**src/hdl/mtt_pkg.sv**
```systemverilog
package mtt_pkg;

  // Character codes the tokenizer reacts to.
  localparam logic [7:0] CH_NUL    = 8'd0;
  localparam logic [7:0] CH_TAB    = 8'd9;
  localparam logic [7:0] CH_LF     = 8'd10;
  localparam logic [7:0] CH_CR     = 8'd13;
  localparam logic [7:0] CH_SPACE  = 8'd32;
  localparam logic [7:0] CH_DQUOTE = 8'd34;
  localparam logic [7:0] CH_HASH   = 8'd35;
  localparam logic [7:0] CH_DOLLAR = 8'd36;
  localparam logic [7:0] CH_SQUOTE = 8'd39;
  localparam logic [7:0] CH_LPAREN = 8'd40;
  localparam logic [7:0] CH_RPAREN = 8'd41;
  localparam logic [7:0] CH_STAR   = 8'd42;
  localparam logic [7:0] CH_COMMA  = 8'd44;
  localparam logic [7:0] CH_SLASH  = 8'd47;
  localparam logic [7:0] CH_LT     = 8'd60;
  localparam logic [7:0] CH_EQ     = 8'd61;
  localparam logic [7:0] CH_GT     = 8'd62;
  localparam logic [7:0] CH_LBRACK = 8'd91;
  localparam logic [7:0] CH_BSLASH = 8'd92;
  localparam logic [7:0] CH_RBRACK = 8'd93;
  localparam logic [7:0] CH_LOW_N  = 8'd110;
  localparam logic [7:0] CH_LOW_T  = 8'd116;

  // Bytes one item can cause, at most.
  localparam int unsigned MaxBytes = 4;
  localparam int unsigned IdxW     = $clog2(MaxBytes);
  localparam int unsigned CntW     = $clog2(MaxBytes + 1);

  // Entries in the queue between front and back.
  localparam int unsigned QDepth = 4;
  localparam int unsigned QPtrW  = $clog2(QDepth);
  localparam int unsigned QCntW  = $clog2(QDepth + 1);

  typedef enum logic [1:0] {
    QM_NONE   = 2'd0,
    QM_SINGLE = 2'd1,
    QM_DOUBLE = 2'd2,
    QM_ELEM   = 2'd3
  } qmode_e;

  // The bytes caused by one item, with the index of the final one.
  typedef struct packed {
    logic [IdxW-1:0]               last_idx;
    logic [MaxBytes-1:0][7:0]      bytes;
  } bundle_t;

  function automatic logic is_space(input logic [7:0] c);
    return (c == CH_SPACE) || (c == CH_LF) || (c == CH_CR) || (c == CH_TAB);
  endfunction

  function automatic logic is_delim(input logic [7:0] c);
    return (c == CH_HASH) || (c == CH_LT) || (c == CH_GT) || (c == CH_SLASH) ||
           (c == CH_STAR) || (c == CH_EQ) || (c == CH_LBRACK) || (c == CH_RBRACK) ||
           (c == CH_COMMA) || (c == CH_LPAREN) || (c == CH_RPAREN) ||
           (c == CH_DOLLAR) || is_space(c);
  endfunction

endpackage

```
**src/hdl/mtt_front.sv**
```systemverilog
module mtt_front import mtt_pkg::*; (
  input  logic       clk_i,
  input  logic       rst_ni,
  input  logic       in_valid_i,
  output logic       in_ready_o,
  input  logic [7:0] in_ch_i,
  input  logic       in_end_i,
  output logic       push_valid_o,
  input  logic       push_ready_i,
  output bundle_t    push_data_o
);

  logic [7:0] prev_q, prev_d;
  qmode_e     qmode_q, qmode_d;
  logic       tok_q, tok_d;
  logic       held_q, held_d;

  qmode_e                qm1;
  logic                  esc, sp_c, sp_p, dlm, accept;
  logic [MaxBytes-1:0]   slot_en;
  logic [7:0]            slot2;
  logic [MaxBytes-1:0][7:0] slot_val;
  logic [CntW-1:0]       pos;

  assign in_ready_o = push_ready_i;
  assign accept     = in_valid_i && push_ready_i;

  always_comb begin
    esc  = (prev_q == CH_BSLASH);
    sp_c = is_space(in_ch_i);
    sp_p = is_space(prev_q);
    dlm  = is_delim(in_ch_i);

    // Quote tracking ahead of the delimiter test.
    qm1 = qmode_q;
    if (!esc) begin
      priority if (in_ch_i == CH_SQUOTE) begin
        if (qmode_q == QM_NONE) qm1 = QM_SINGLE;
        else if (qmode_q == QM_SINGLE) qm1 = QM_NONE;
      end else if (in_ch_i == CH_DQUOTE) begin
        if (qmode_q == QM_NONE) qm1 = QM_DOUBLE;
        else if (qmode_q == QM_DOUBLE) qm1 = QM_NONE;
      end else if (in_ch_i == CH_LT) begin
        if (qmode_q == QM_ELEM) qm1 = QM_NONE;
      end else begin
        // Any other character leaves the quote mode alone.
      end
    end

    // Slot order: held backslash, token terminator, character, terminator.
    slot_en = '0;
    slot2   = in_ch_i;
    prev_d  = in_ch_i;
    qmode_d = qm1;
    tok_d   = tok_q;
    held_d  = held_q;

    priority if (in_end_i) begin
      slot_en[0] = held_q;
      slot_en[1] = 1'b1;
      prev_d     = CH_SPACE;
      qmode_d    = QM_NONE;
      tok_d      = 1'b0;
      held_d     = 1'b0;
    end else if (sp_c && sp_p) begin
      // Repeated whitespace is dropped.
    end else if (dlm && (qm1 == QM_NONE)) begin
      slot_en[0] = held_q;
      slot_en[1] = tok_q;
      slot_en[2] = !sp_c;
      slot_en[3] = !sp_c;
      held_d     = 1'b0;
      tok_d      = 1'b0;
    end else if (!sp_c || ((qm1 != QM_NONE) && (in_ch_i != CH_LF))) begin
      if (esc) begin
        priority if (in_ch_i == CH_LOW_N) begin
          slot_en[2] = held_q;
          slot2      = CH_LF;
          held_d     = 1'b0;
        end else if (in_ch_i == CH_LOW_T) begin
          slot_en[2] = held_q;
          slot2      = CH_TAB;
          held_d     = 1'b0;
        end else if (in_ch_i != CH_BSLASH) begin
          slot_en[0] = held_q;
          held_d     = 1'b0;
        end else begin
          // A further backslash is dropped and the hold stays.
        end
      end else begin
        slot_en[0] = held_q;
        if (in_ch_i == CH_BSLASH) begin
          held_d = 1'b1;
        end else begin
          slot_en[2] = 1'b1;
          held_d     = 1'b0;
        end
        tok_d = 1'b1;
      end
    end else begin
      slot_en[0] = held_q;
      held_d     = 1'b0;
    end

    if (!in_end_i && (in_ch_i == CH_GT) && !esc && (qm1 == QM_NONE)) qmode_d = QM_ELEM;

    slot_val[0] = CH_BSLASH;
    slot_val[1] = CH_NUL;
    slot_val[2] = slot2;
    slot_val[3] = CH_NUL;

    // Pack the enabled slots from the bottom.
    pos               = '0;
    push_data_o.bytes = '0;
    for (int k = 0; k < MaxBytes; k++) begin
      if (slot_en[k]) begin
        push_data_o.bytes[pos[IdxW-1:0]] = slot_val[k];
        pos = pos + CntW'(1);
      end
    end
    push_data_o.last_idx = pos[IdxW-1:0] - IdxW'(1);
    push_valid_o         = in_valid_i && (|slot_en);
  end

  always_ff @(posedge clk_i or negedge rst_ni) begin
    if (!rst_ni) begin
      prev_q  <= CH_SPACE;
      qmode_q <= QM_NONE;
      tok_q   <= 1'b0;
      held_q  <= 1'b0;
    end else if (accept) begin
      prev_q  <= prev_d;
      qmode_q <= qmode_d;
      tok_q   <= tok_d;
      held_q  <= held_d;
    end
  end

endmodule

```
**src/hdl/mtt_queue.sv**
```systemverilog
module mtt_queue import mtt_pkg::*; (
  input  logic    clk_i,
  input  logic    rst_ni,
  input  logic    push_valid_i,
  output logic    push_ready_o,
  input  bundle_t push_data_i,
  output logic    pop_valid_o,
  input  logic    pop_ready_i,
  output bundle_t pop_data_o
);

  bundle_t           mem_q [QDepth];
  logic [QPtrW-1:0]  wr_q, rd_q;
  logic [QCntW-1:0]  cnt_q;
  logic              do_push, do_pop;

  assign push_ready_o = (cnt_q != QCntW'(QDepth));
  assign pop_valid_o  = (cnt_q != '0);
  assign pop_data_o   = mem_q[rd_q];
  assign do_push      = push_valid_i && push_ready_o;
  assign do_pop       = pop_valid_o && pop_ready_i;

  always_ff @(posedge clk_i) begin
    if (do_push) mem_q[wr_q] <= push_data_i;
  end

  always_ff @(posedge clk_i or negedge rst_ni) begin
    if (!rst_ni) begin
      wr_q  <= '0;
      rd_q  <= '0;
      cnt_q <= '0;
    end else begin
      if (do_push) wr_q <= wr_q + QPtrW'(1);
      if (do_pop)  rd_q <= rd_q + QPtrW'(1);
      if (do_push && !do_pop) cnt_q <= cnt_q + QCntW'(1);
      else if (do_pop && !do_push) cnt_q <= cnt_q - QCntW'(1);
    end
  end

endmodule

```
**src/hdl/mtt_back.sv**
```systemverilog
module mtt_back import mtt_pkg::*; (
  input  logic       clk_i,
  input  logic       rst_ni,
  input  logic       pop_valid_i,
  output logic       pop_ready_o,
  input  bundle_t    pop_data_i,
  output logic       out_valid_o,
  input  logic       out_ready_i,
  output logic [7:0] out_byte_o,
  output logic       out_last_o
);

  bundle_t         cur_q, cur_d;
  logic            cur_valid_q, cur_valid_d;
  logic [IdxW-1:0] idx_q, idx_d;
  logic            fire, at_last, load;

  assign out_valid_o = cur_valid_q;
  assign out_byte_o  = cur_q.bytes[idx_q];
  assign at_last     = (idx_q == cur_q.last_idx);
  assign out_last_o  = at_last;
  assign fire        = cur_valid_q && out_ready_i;
  // A new bundle comes in when the stage is empty or its final byte leaves.
  assign load        = !cur_valid_q || (fire && at_last);
  assign pop_ready_o = load;

  always_comb begin
    cur_d       = cur_q;
    cur_valid_d = cur_valid_q;
    idx_d       = idx_q;
    if (load) begin
      cur_valid_d = pop_valid_i;
      cur_d       = pop_data_i;
      idx_d       = '0;
    end else if (fire) begin
      idx_d = idx_q + IdxW'(1);
    end
  end

  always_ff @(posedge clk_i) begin
    cur_q <= cur_d;
  end

  always_ff @(posedge clk_i or negedge rst_ni) begin
    if (!rst_ni) begin
      cur_valid_q <= 1'b0;
      idx_q       <= '0;
    end else begin
      cur_valid_q <= cur_valid_d;
      idx_q       <= idx_d;
    end
  end

endmodule

```
**src/hdl/markup_text_tokenizer.sv**
```systemverilog
// Channel   Direction  tdata                  tuser   tlast
// s_axis    in         [7:0] ch               none    end_of_input
// m_axis    out        [7:0] out_byte         none    last
//
// An item enters every cycle while the queue has room; an item is classified
// in the cycle it is accepted and leaves zero to four bytes in the queue.
// The back end sends one byte per cycle while m_axis_tready is high; bytes pass
// from the queue into the back-end output register before they are offered.
// Reset is asynchronous and active low and returns the tokenizer state to a
// space as previous character, no quote, no open token and no held backslash.
// A stalled output fills the four-entry queue, after which s_axis_tready drops.
module markup_text_tokenizer import mtt_pkg::*; (
  input  logic       clk_i,
  input  logic       rst_ni,
  input  logic       s_axis_tvalid,
  output logic       s_axis_tready,
  input  logic [7:0] s_axis_tdata,   // [7:0] ch
  input  logic       s_axis_tlast,   // end_of_input
  output logic       m_axis_tvalid,
  input  logic       m_axis_tready,
  output logic [7:0] m_axis_tdata,   // [7:0] out_byte
  output logic       m_axis_tlast    // last byte caused by one input item
);

  // Front to queue.
  logic    push_valid, push_ready;
  bundle_t push_data;

  // Queue to back.
  logic    pop_valid, pop_ready;
  bundle_t pop_data;

  // The front tracks quoting, escapes and token boundaries and turns each item
  // into a packed group of output bytes.
  mtt_front u_front (
    .clk_i        (clk_i),
    .rst_ni       (rst_ni),
    .in_valid_i   (s_axis_tvalid),
    .in_ready_o   (s_axis_tready),
    .in_ch_i      (s_axis_tdata),
    .in_end_i     (s_axis_tlast),
    .push_valid_o (push_valid),
    .push_ready_i (push_ready),
    .push_data_o  (push_data)
  );

  // The queue decouples classification from byte delivery, so that a stall on
  // the output does not stop the front until the queue is full.
  mtt_queue u_queue (
    .clk_i        (clk_i),
    .rst_ni       (rst_ni),
    .push_valid_i (push_valid),
    .push_ready_o (push_ready),
    .push_data_i  (push_data),
    .pop_valid_o  (pop_valid),
    .pop_ready_i  (pop_ready),
    .pop_data_o   (pop_data)
  );

  // The back end serializes each group, one byte per cycle while m_axis_tready
  // is high, and marks the final byte of each group with tlast.
  mtt_back u_back (
    .clk_i       (clk_i),
    .rst_ni      (rst_ni),
    .pop_valid_i (pop_valid),
    .pop_ready_o (pop_ready),
    .pop_data_i  (pop_data),
    .out_valid_o (m_axis_tvalid),
    .out_ready_i (m_axis_tready),
    .out_byte_o  (m_axis_tdata),
    .out_last_o  (m_axis_tlast)
  );

endmodule

```
**config.mk**
```make
export PLATFORM = sky130hd
export DESIGN_NAME = markup_text_tokenizer
export DESIGN_NICKNAME = d
export VERILOG_FILES = /design/src/hdl/mtt_pkg.sv /design/src/hdl/mtt_front.sv /design/src/hdl/mtt_queue.sv /design/src/hdl/mtt_back.sv /design/src/hdl/markup_text_tokenizer.sv
export SDC_FILE = /design/constraint.sdc
export NUM_CORES = 1
export LEC_CHECK = 0
export BUFFER_PORTS_ARGS = -buffer_cell sky130_fd_sc_hd__buf_2
export CAP_MARGIN = 20
export CORE_ASPECT_RATIO = 2
export CORE_MARGIN = 4
export CORE_UTILIZATION = 58
export CTS_BUF_LIST = sky130_fd_sc_hd__clkbuf_8
export DETAILED_ROUTE_END_ITERATION = 8
export MAX_ROUTING_LAYER = met4
export PLACE_DENSITY = 0.78
export SLEW_MARGIN = 25
export SYNTH_ARGS = -nofsm -noshare
export SYNTH_HDL_FRONTEND = slang
export SYNTH_HIERARCHICAL = 1
export SYNTH_SLANG_ARGS = --single-unit
```
**constraint.sdc**
```tcl
create_clock -name clk_i -period 3.5 [get_ports clk_i]
set_input_delay 0.35 -clock clk_i [delete_from_list [all_inputs] [get_ports clk_i]]
set_output_delay 0.35 -clock clk_i [all_outputs]
set_load 0.02 [all_outputs]
```
==> flow_metrics.py <==
metrics = {
    "global_routing": {
        "first_global_vias": 5193,
        "antenna_found_initial": 0,
        "pin_count_of_the_biggest_net_entering_global_routing": 36,
        "grt_pass1_wl_um": 26700,
        "grt_usage_pct": 22.34,
        "overall_overflow_remaining_after_global_route": 0,
    },
    "sta": {
        "setup-violations-final": 0,
        "tightest_slew_ps": 894.6,
        "finClkSkew_ps": 13.33,
        "final.period_utilization_pct": 98.54,
        "setup_total_negative_slack_ps": 0,
        "period_needed_ps": 3449,
        "rsz0062_at_grt": "yes",
        "hold_slack_ps": 159.3,
        "max_slew_margin_pct": 40.08,
        "setup_ws_ps": 51.19,
        "hold_viol": 0,
        "timing_max_transition_violations_final": 0,
        "maxClockFrequency_mhz": 290.0,
    },
    "worst_hold_path": {
        "worst_case_hold_path_end_point": "u_back/out_valid_o",
        "worstHoldPathType": "in2reg",
        "worst_hold_path.num_cells": 2,
        "worst_hold_startpoint": "m_axis_tready",
    },
    "routing": {
        "postRouteWirelength_um": 16880,
        "drt_first_pass_iters": 5,
        "drt_first_iter_violations": 302,
        "avgRoutedWirePerCell_um": 20.97,
        "route.detailed.drc": 0,
        "ant_nets": 0,
        "vias": 4748,
        "viasPerCell": 5.898,
    },
    "yosys": {
        "synth_cell_types": 69,
        "synth.ff_latch_count": 192,
        "yosys_warnings": 6,
        "postSynthNetCount": 528,
        "synthFlopType": "sky130_fd_sc_hd__edfxtp_1",
        "synth_seq_area_share_pct": 67.04,
        "mappedNetlistArea_um2": 8438,
        "syn_inst": 499,
        "syn-mean-instance-area_um2": 16.91,
        "number_of_enable_type_register_cells_in_the_synthesized_netlist": 170,
        "ys_async_sr_fraction_pct": 11.46,
        "post_synth_main_area_contributors": "sky130_fd_sc_hd__edfxtp_1, sky130_fd_sc_hd__mux4_2, sky130_fd_sc_hd__dfrtp_1",
        "synth_area_leader_cell": "sky130_fd_sc_hd__edfxtp_1",
        "synthDominantCellAreaShare_pct": 60.50,
    },
    "setup_path": {
        "sequence_of_cells_on_the_critical_path": "inv_2 > ha_4 > nor3_2 > o211ai_1 > a21oi_2 > o22ai_2 > and3_4 > o31a_1 > a31o_4 > inv_4 > ha_4 > a21boi_2 > a21boi_4 > ha_4 > inv_2 > fa_2 > xor2_1 > nor2_1 > xor2_1",
        "r2r_setup_slack_ps": 50,
        "r2r.worst_path.cells": 19,
        "worst_setup_path_start_kind": "flip-flop",
        "worstPathMaxFanout": 3,
        "critical_path.max_stage_delay_ps": 430,
        "timing.critical_path.slowest_stage_cell": "sky130_fd_sc_hd__dfrtp_1",
        "worst_r2r_startpoint": "u_front/qmode_q[1]",
        "crit_arrival_ps": 3830,
        "regToRegEndpoint": "u_queue/cnt_q[2]",
        "crit_family": "compound AO/OA/AOI/OAI gates",
        "end_kind": "flip-flop",
        "criticalPathCategory": "reg2reg",
        "sum_of_buffers_and_inverters_on_the_critical_path": 3,
        "worst_ep_required_time_ps": 3880,
        "most_prevalent_standard_cell_on_the_critical_path": "sky130_fd_sc_hd__ha_4",
    },
    "layout": {
        "diodes": 0,
        "post_layout_nonfiller_instances": 805,
        "post-route-cell-area_um2": 10060,
        "area_growth_pct": 19.26,
        "most_common_cell_after_layout_fill_and_taps_aside": "sky130_fd_sc_hd__edfxtp_1",
        "post_route_cells_drive_above_1_share_pct": 41.11,
        "layout.cells.most_common_list": "sky130_fd_sc_hd__edfxtp_1, sky130_fd_sc_hd__buf_4, sky130_fd_sc_hd__mux4_2, sky130_fd_sc_hd__nand2_1, sky130_fd_sc_hd__buf_2",
        "finish.net_count": 629,
    },
    "clocking": {
        "cts.clk_slew.worst_paths_ps": 100,
        "clkSinkCount": 192,
        "clk-insertion-delay-late_ps": 450,
        "cts_max_level": 4,
        "cts_buffers": 17,
        "cts_tree": "done",
        "cts.path.max_buffers": 2,
        "clk_root_buffer_cell": "sky130_fd_sc_hd__clkbuf_8",
    },
    "floorplan": {
        "die_x_um": 93.29,
        "die_outline_area_um2": 16660,
        "design.portCount": 24,
        "chipHeight_um": 178.6,
        "start_util_pct": 58.80,
        "area_of_the_placeable_core_um2": 14350,
        "num_rows": 62,
    },
    "outcome": {
        "run_status": "completed",
    },
    "place": {
        "postPlaceCellArea_um2": 9254,
        "dp_cells": 759,
        "place_ws_ps": -356.1,
        "port-buffer-count": 23,
        "finalWeightedCongestion": 0.8870,
        "hpwl_um": 11200,
    },
    "power": {
        "power.ir.vdd_worst_mv": 0.4574,
        "power.density_cell_area_nw_per_um2": 749.2,
        "total_leakage_power_nw": 3.603,
    },
    "job": {
        "drv_cap": 0,
    },
}
logic make-up after synthesis:
| group | Yosys count | synth area share (%) |
|---|---|---|
| buffers and inverters | 39 | 2.714 |
| XOR/XNOR | 12 | 1.246 |
| AND/OR/NAND/NOR | 131 | 9.075 |
| adder cells (fa/ha/maj) | 16 | 2.461 |
| multiplexers | 44 | 11.83 |
| AO/OA/AOI/OAI | 65 | 5.635 |
| flip-flops | 192 | 67.04 |
per-layer routing:
layer / up-vias / global-route usage, % / routed length, um / share of wire, %
met1: 2391 / 23.73 / 5795 / 34
met4: 0 / 12.11 / 758 / 4.5
met5: - / - / 0 / 0
met3: 54 / 3.841 / 661 / 3.9
met2: 140 / 39.05 / 9662 / 57
li1: 2163 / - / - / -
state kept, by name, indices dropped and copies added, names as in the netlist:
| name | count |
|---|---|
| u_queue/rd_q | 2 |
| u_back/out_valid_o | 1 |
| u_front/held_q | 1 |
| u_queue/cnt_q | 3 |
| u_front/prev_q | 8 |
| u_back/cur_q | 34 |
| u_queue/wr_q | 2 |
| u_front/tok_q | 1 |
| u_back/idx_q | 2 |
| u_queue/mem_q | 136 |
| u_front/qmode_q | 2 |
synth_stat cells (5+ instances only):
master and number:
sky130_fd_sc_hd__edfxtp_1 170, sky130_fd_sc_hd__mux4_2 34, sky130_fd_sc_hd__nand2_1 27, sky130_fd_sc_hd__nor2_1 26, sky130_fd_sc_hd__dfrtp_1 21, sky130_fd_sc_hd__inv_1 17
sky130_fd_sc_hd__ha_1 15, sky130_fd_sc_hd__and2_1 13, sky130_fd_sc_hd__o21ai_0 13, sky130_fd_sc_hd__clkbuf_1 9, sky130_fd_sc_hd__and3_1 8, sky130_fd_sc_hd__mux4_1 8
sky130_fd_sc_hd__nand2b_1 7, sky130_fd_sc_hd__nand3_1 7, sky130_fd_sc_hd__nor2b_1 7, sky130_fd_sc_hd__a21oi_1 6, sky130_fd_sc_hd__buf_2 6, sky130_fd_sc_hd__xnor2_1 6
sky130_fd_sc_hd__xor2_1 6, sky130_fd_sc_hd__nor3_1 5, sky130_fd_sc_hd__nor3b_1 5, sky130_fd_sc_hd__o21a_1 5
repair_timing:
item / in CTS / in global routing
gates resized for setup: 31 / 39
gates cloned: 0 / 2
buffers inserted: 4 / 8
pin swaps: 11 / 20
hold buffers: 1 / 0
hold endpoints to repair: 21 / 0
setup endpoints to repair: 118 / 266
where the power goes:
| group | switching [mW] | total, mW | leakage [nW] | internal [mW] |
|---|---|---|---|---|
| sequential | 0.366 | 3.61 | 1.85 | 3.25 |
| clock | 0.821 | 1.35 | 0.197 | 0.528 |
| combinational | 1.24 | 2.58 | 1.56 | 1.34 |
worst max-delay path by stage:
stage | startpoint | to | slack, ps | depth (start not counted)
6_report | u_front/qmode_q[1] | u_queue/cnt_q[2] | 50 | 19
3_3_place_gp | s_axis_tdata[0] | u_queue/mem_q[0][28] | -260 | 14
5_1_grt | u_front/qmode_q[1] | u_queue/cnt_q[2] | -150 | 19
4_1_cts | u_front/qmode_q[0] | u_queue/mem_q[0][30] | 3 | 19
3_5_place_dp | s_axis_tdata[0] | u_queue/mem_q[2][19] | -360 | 17
2_1_floorplan | s_axis_tdata[0] | u_queue/cnt_q[2] | -110 | 17
stage by stage:
| step | utilization (%) | total power [mW] |
|---|---|---|
| finish | 70.12 | 7.539 |
| global route | 70.12 | 7.959 |
| CTS | 68.27 | 7.405 |
| detailed placement | 64.48 | 5.997 |
| global placement | 64.48 | 5.870 |
| floorplan | - | 5.195 |
final cells by class:
cell class,count,area (um2)
multi-input combinational,268,2889
fill,910,4288
sequential,192,5659
timing repair buffer,104,830.8
tap,192,240.2
clock buffer,17,234.0
inverter,17,68.82
clock inverter,15,141.4
Power figures use the tool's default switching activity.
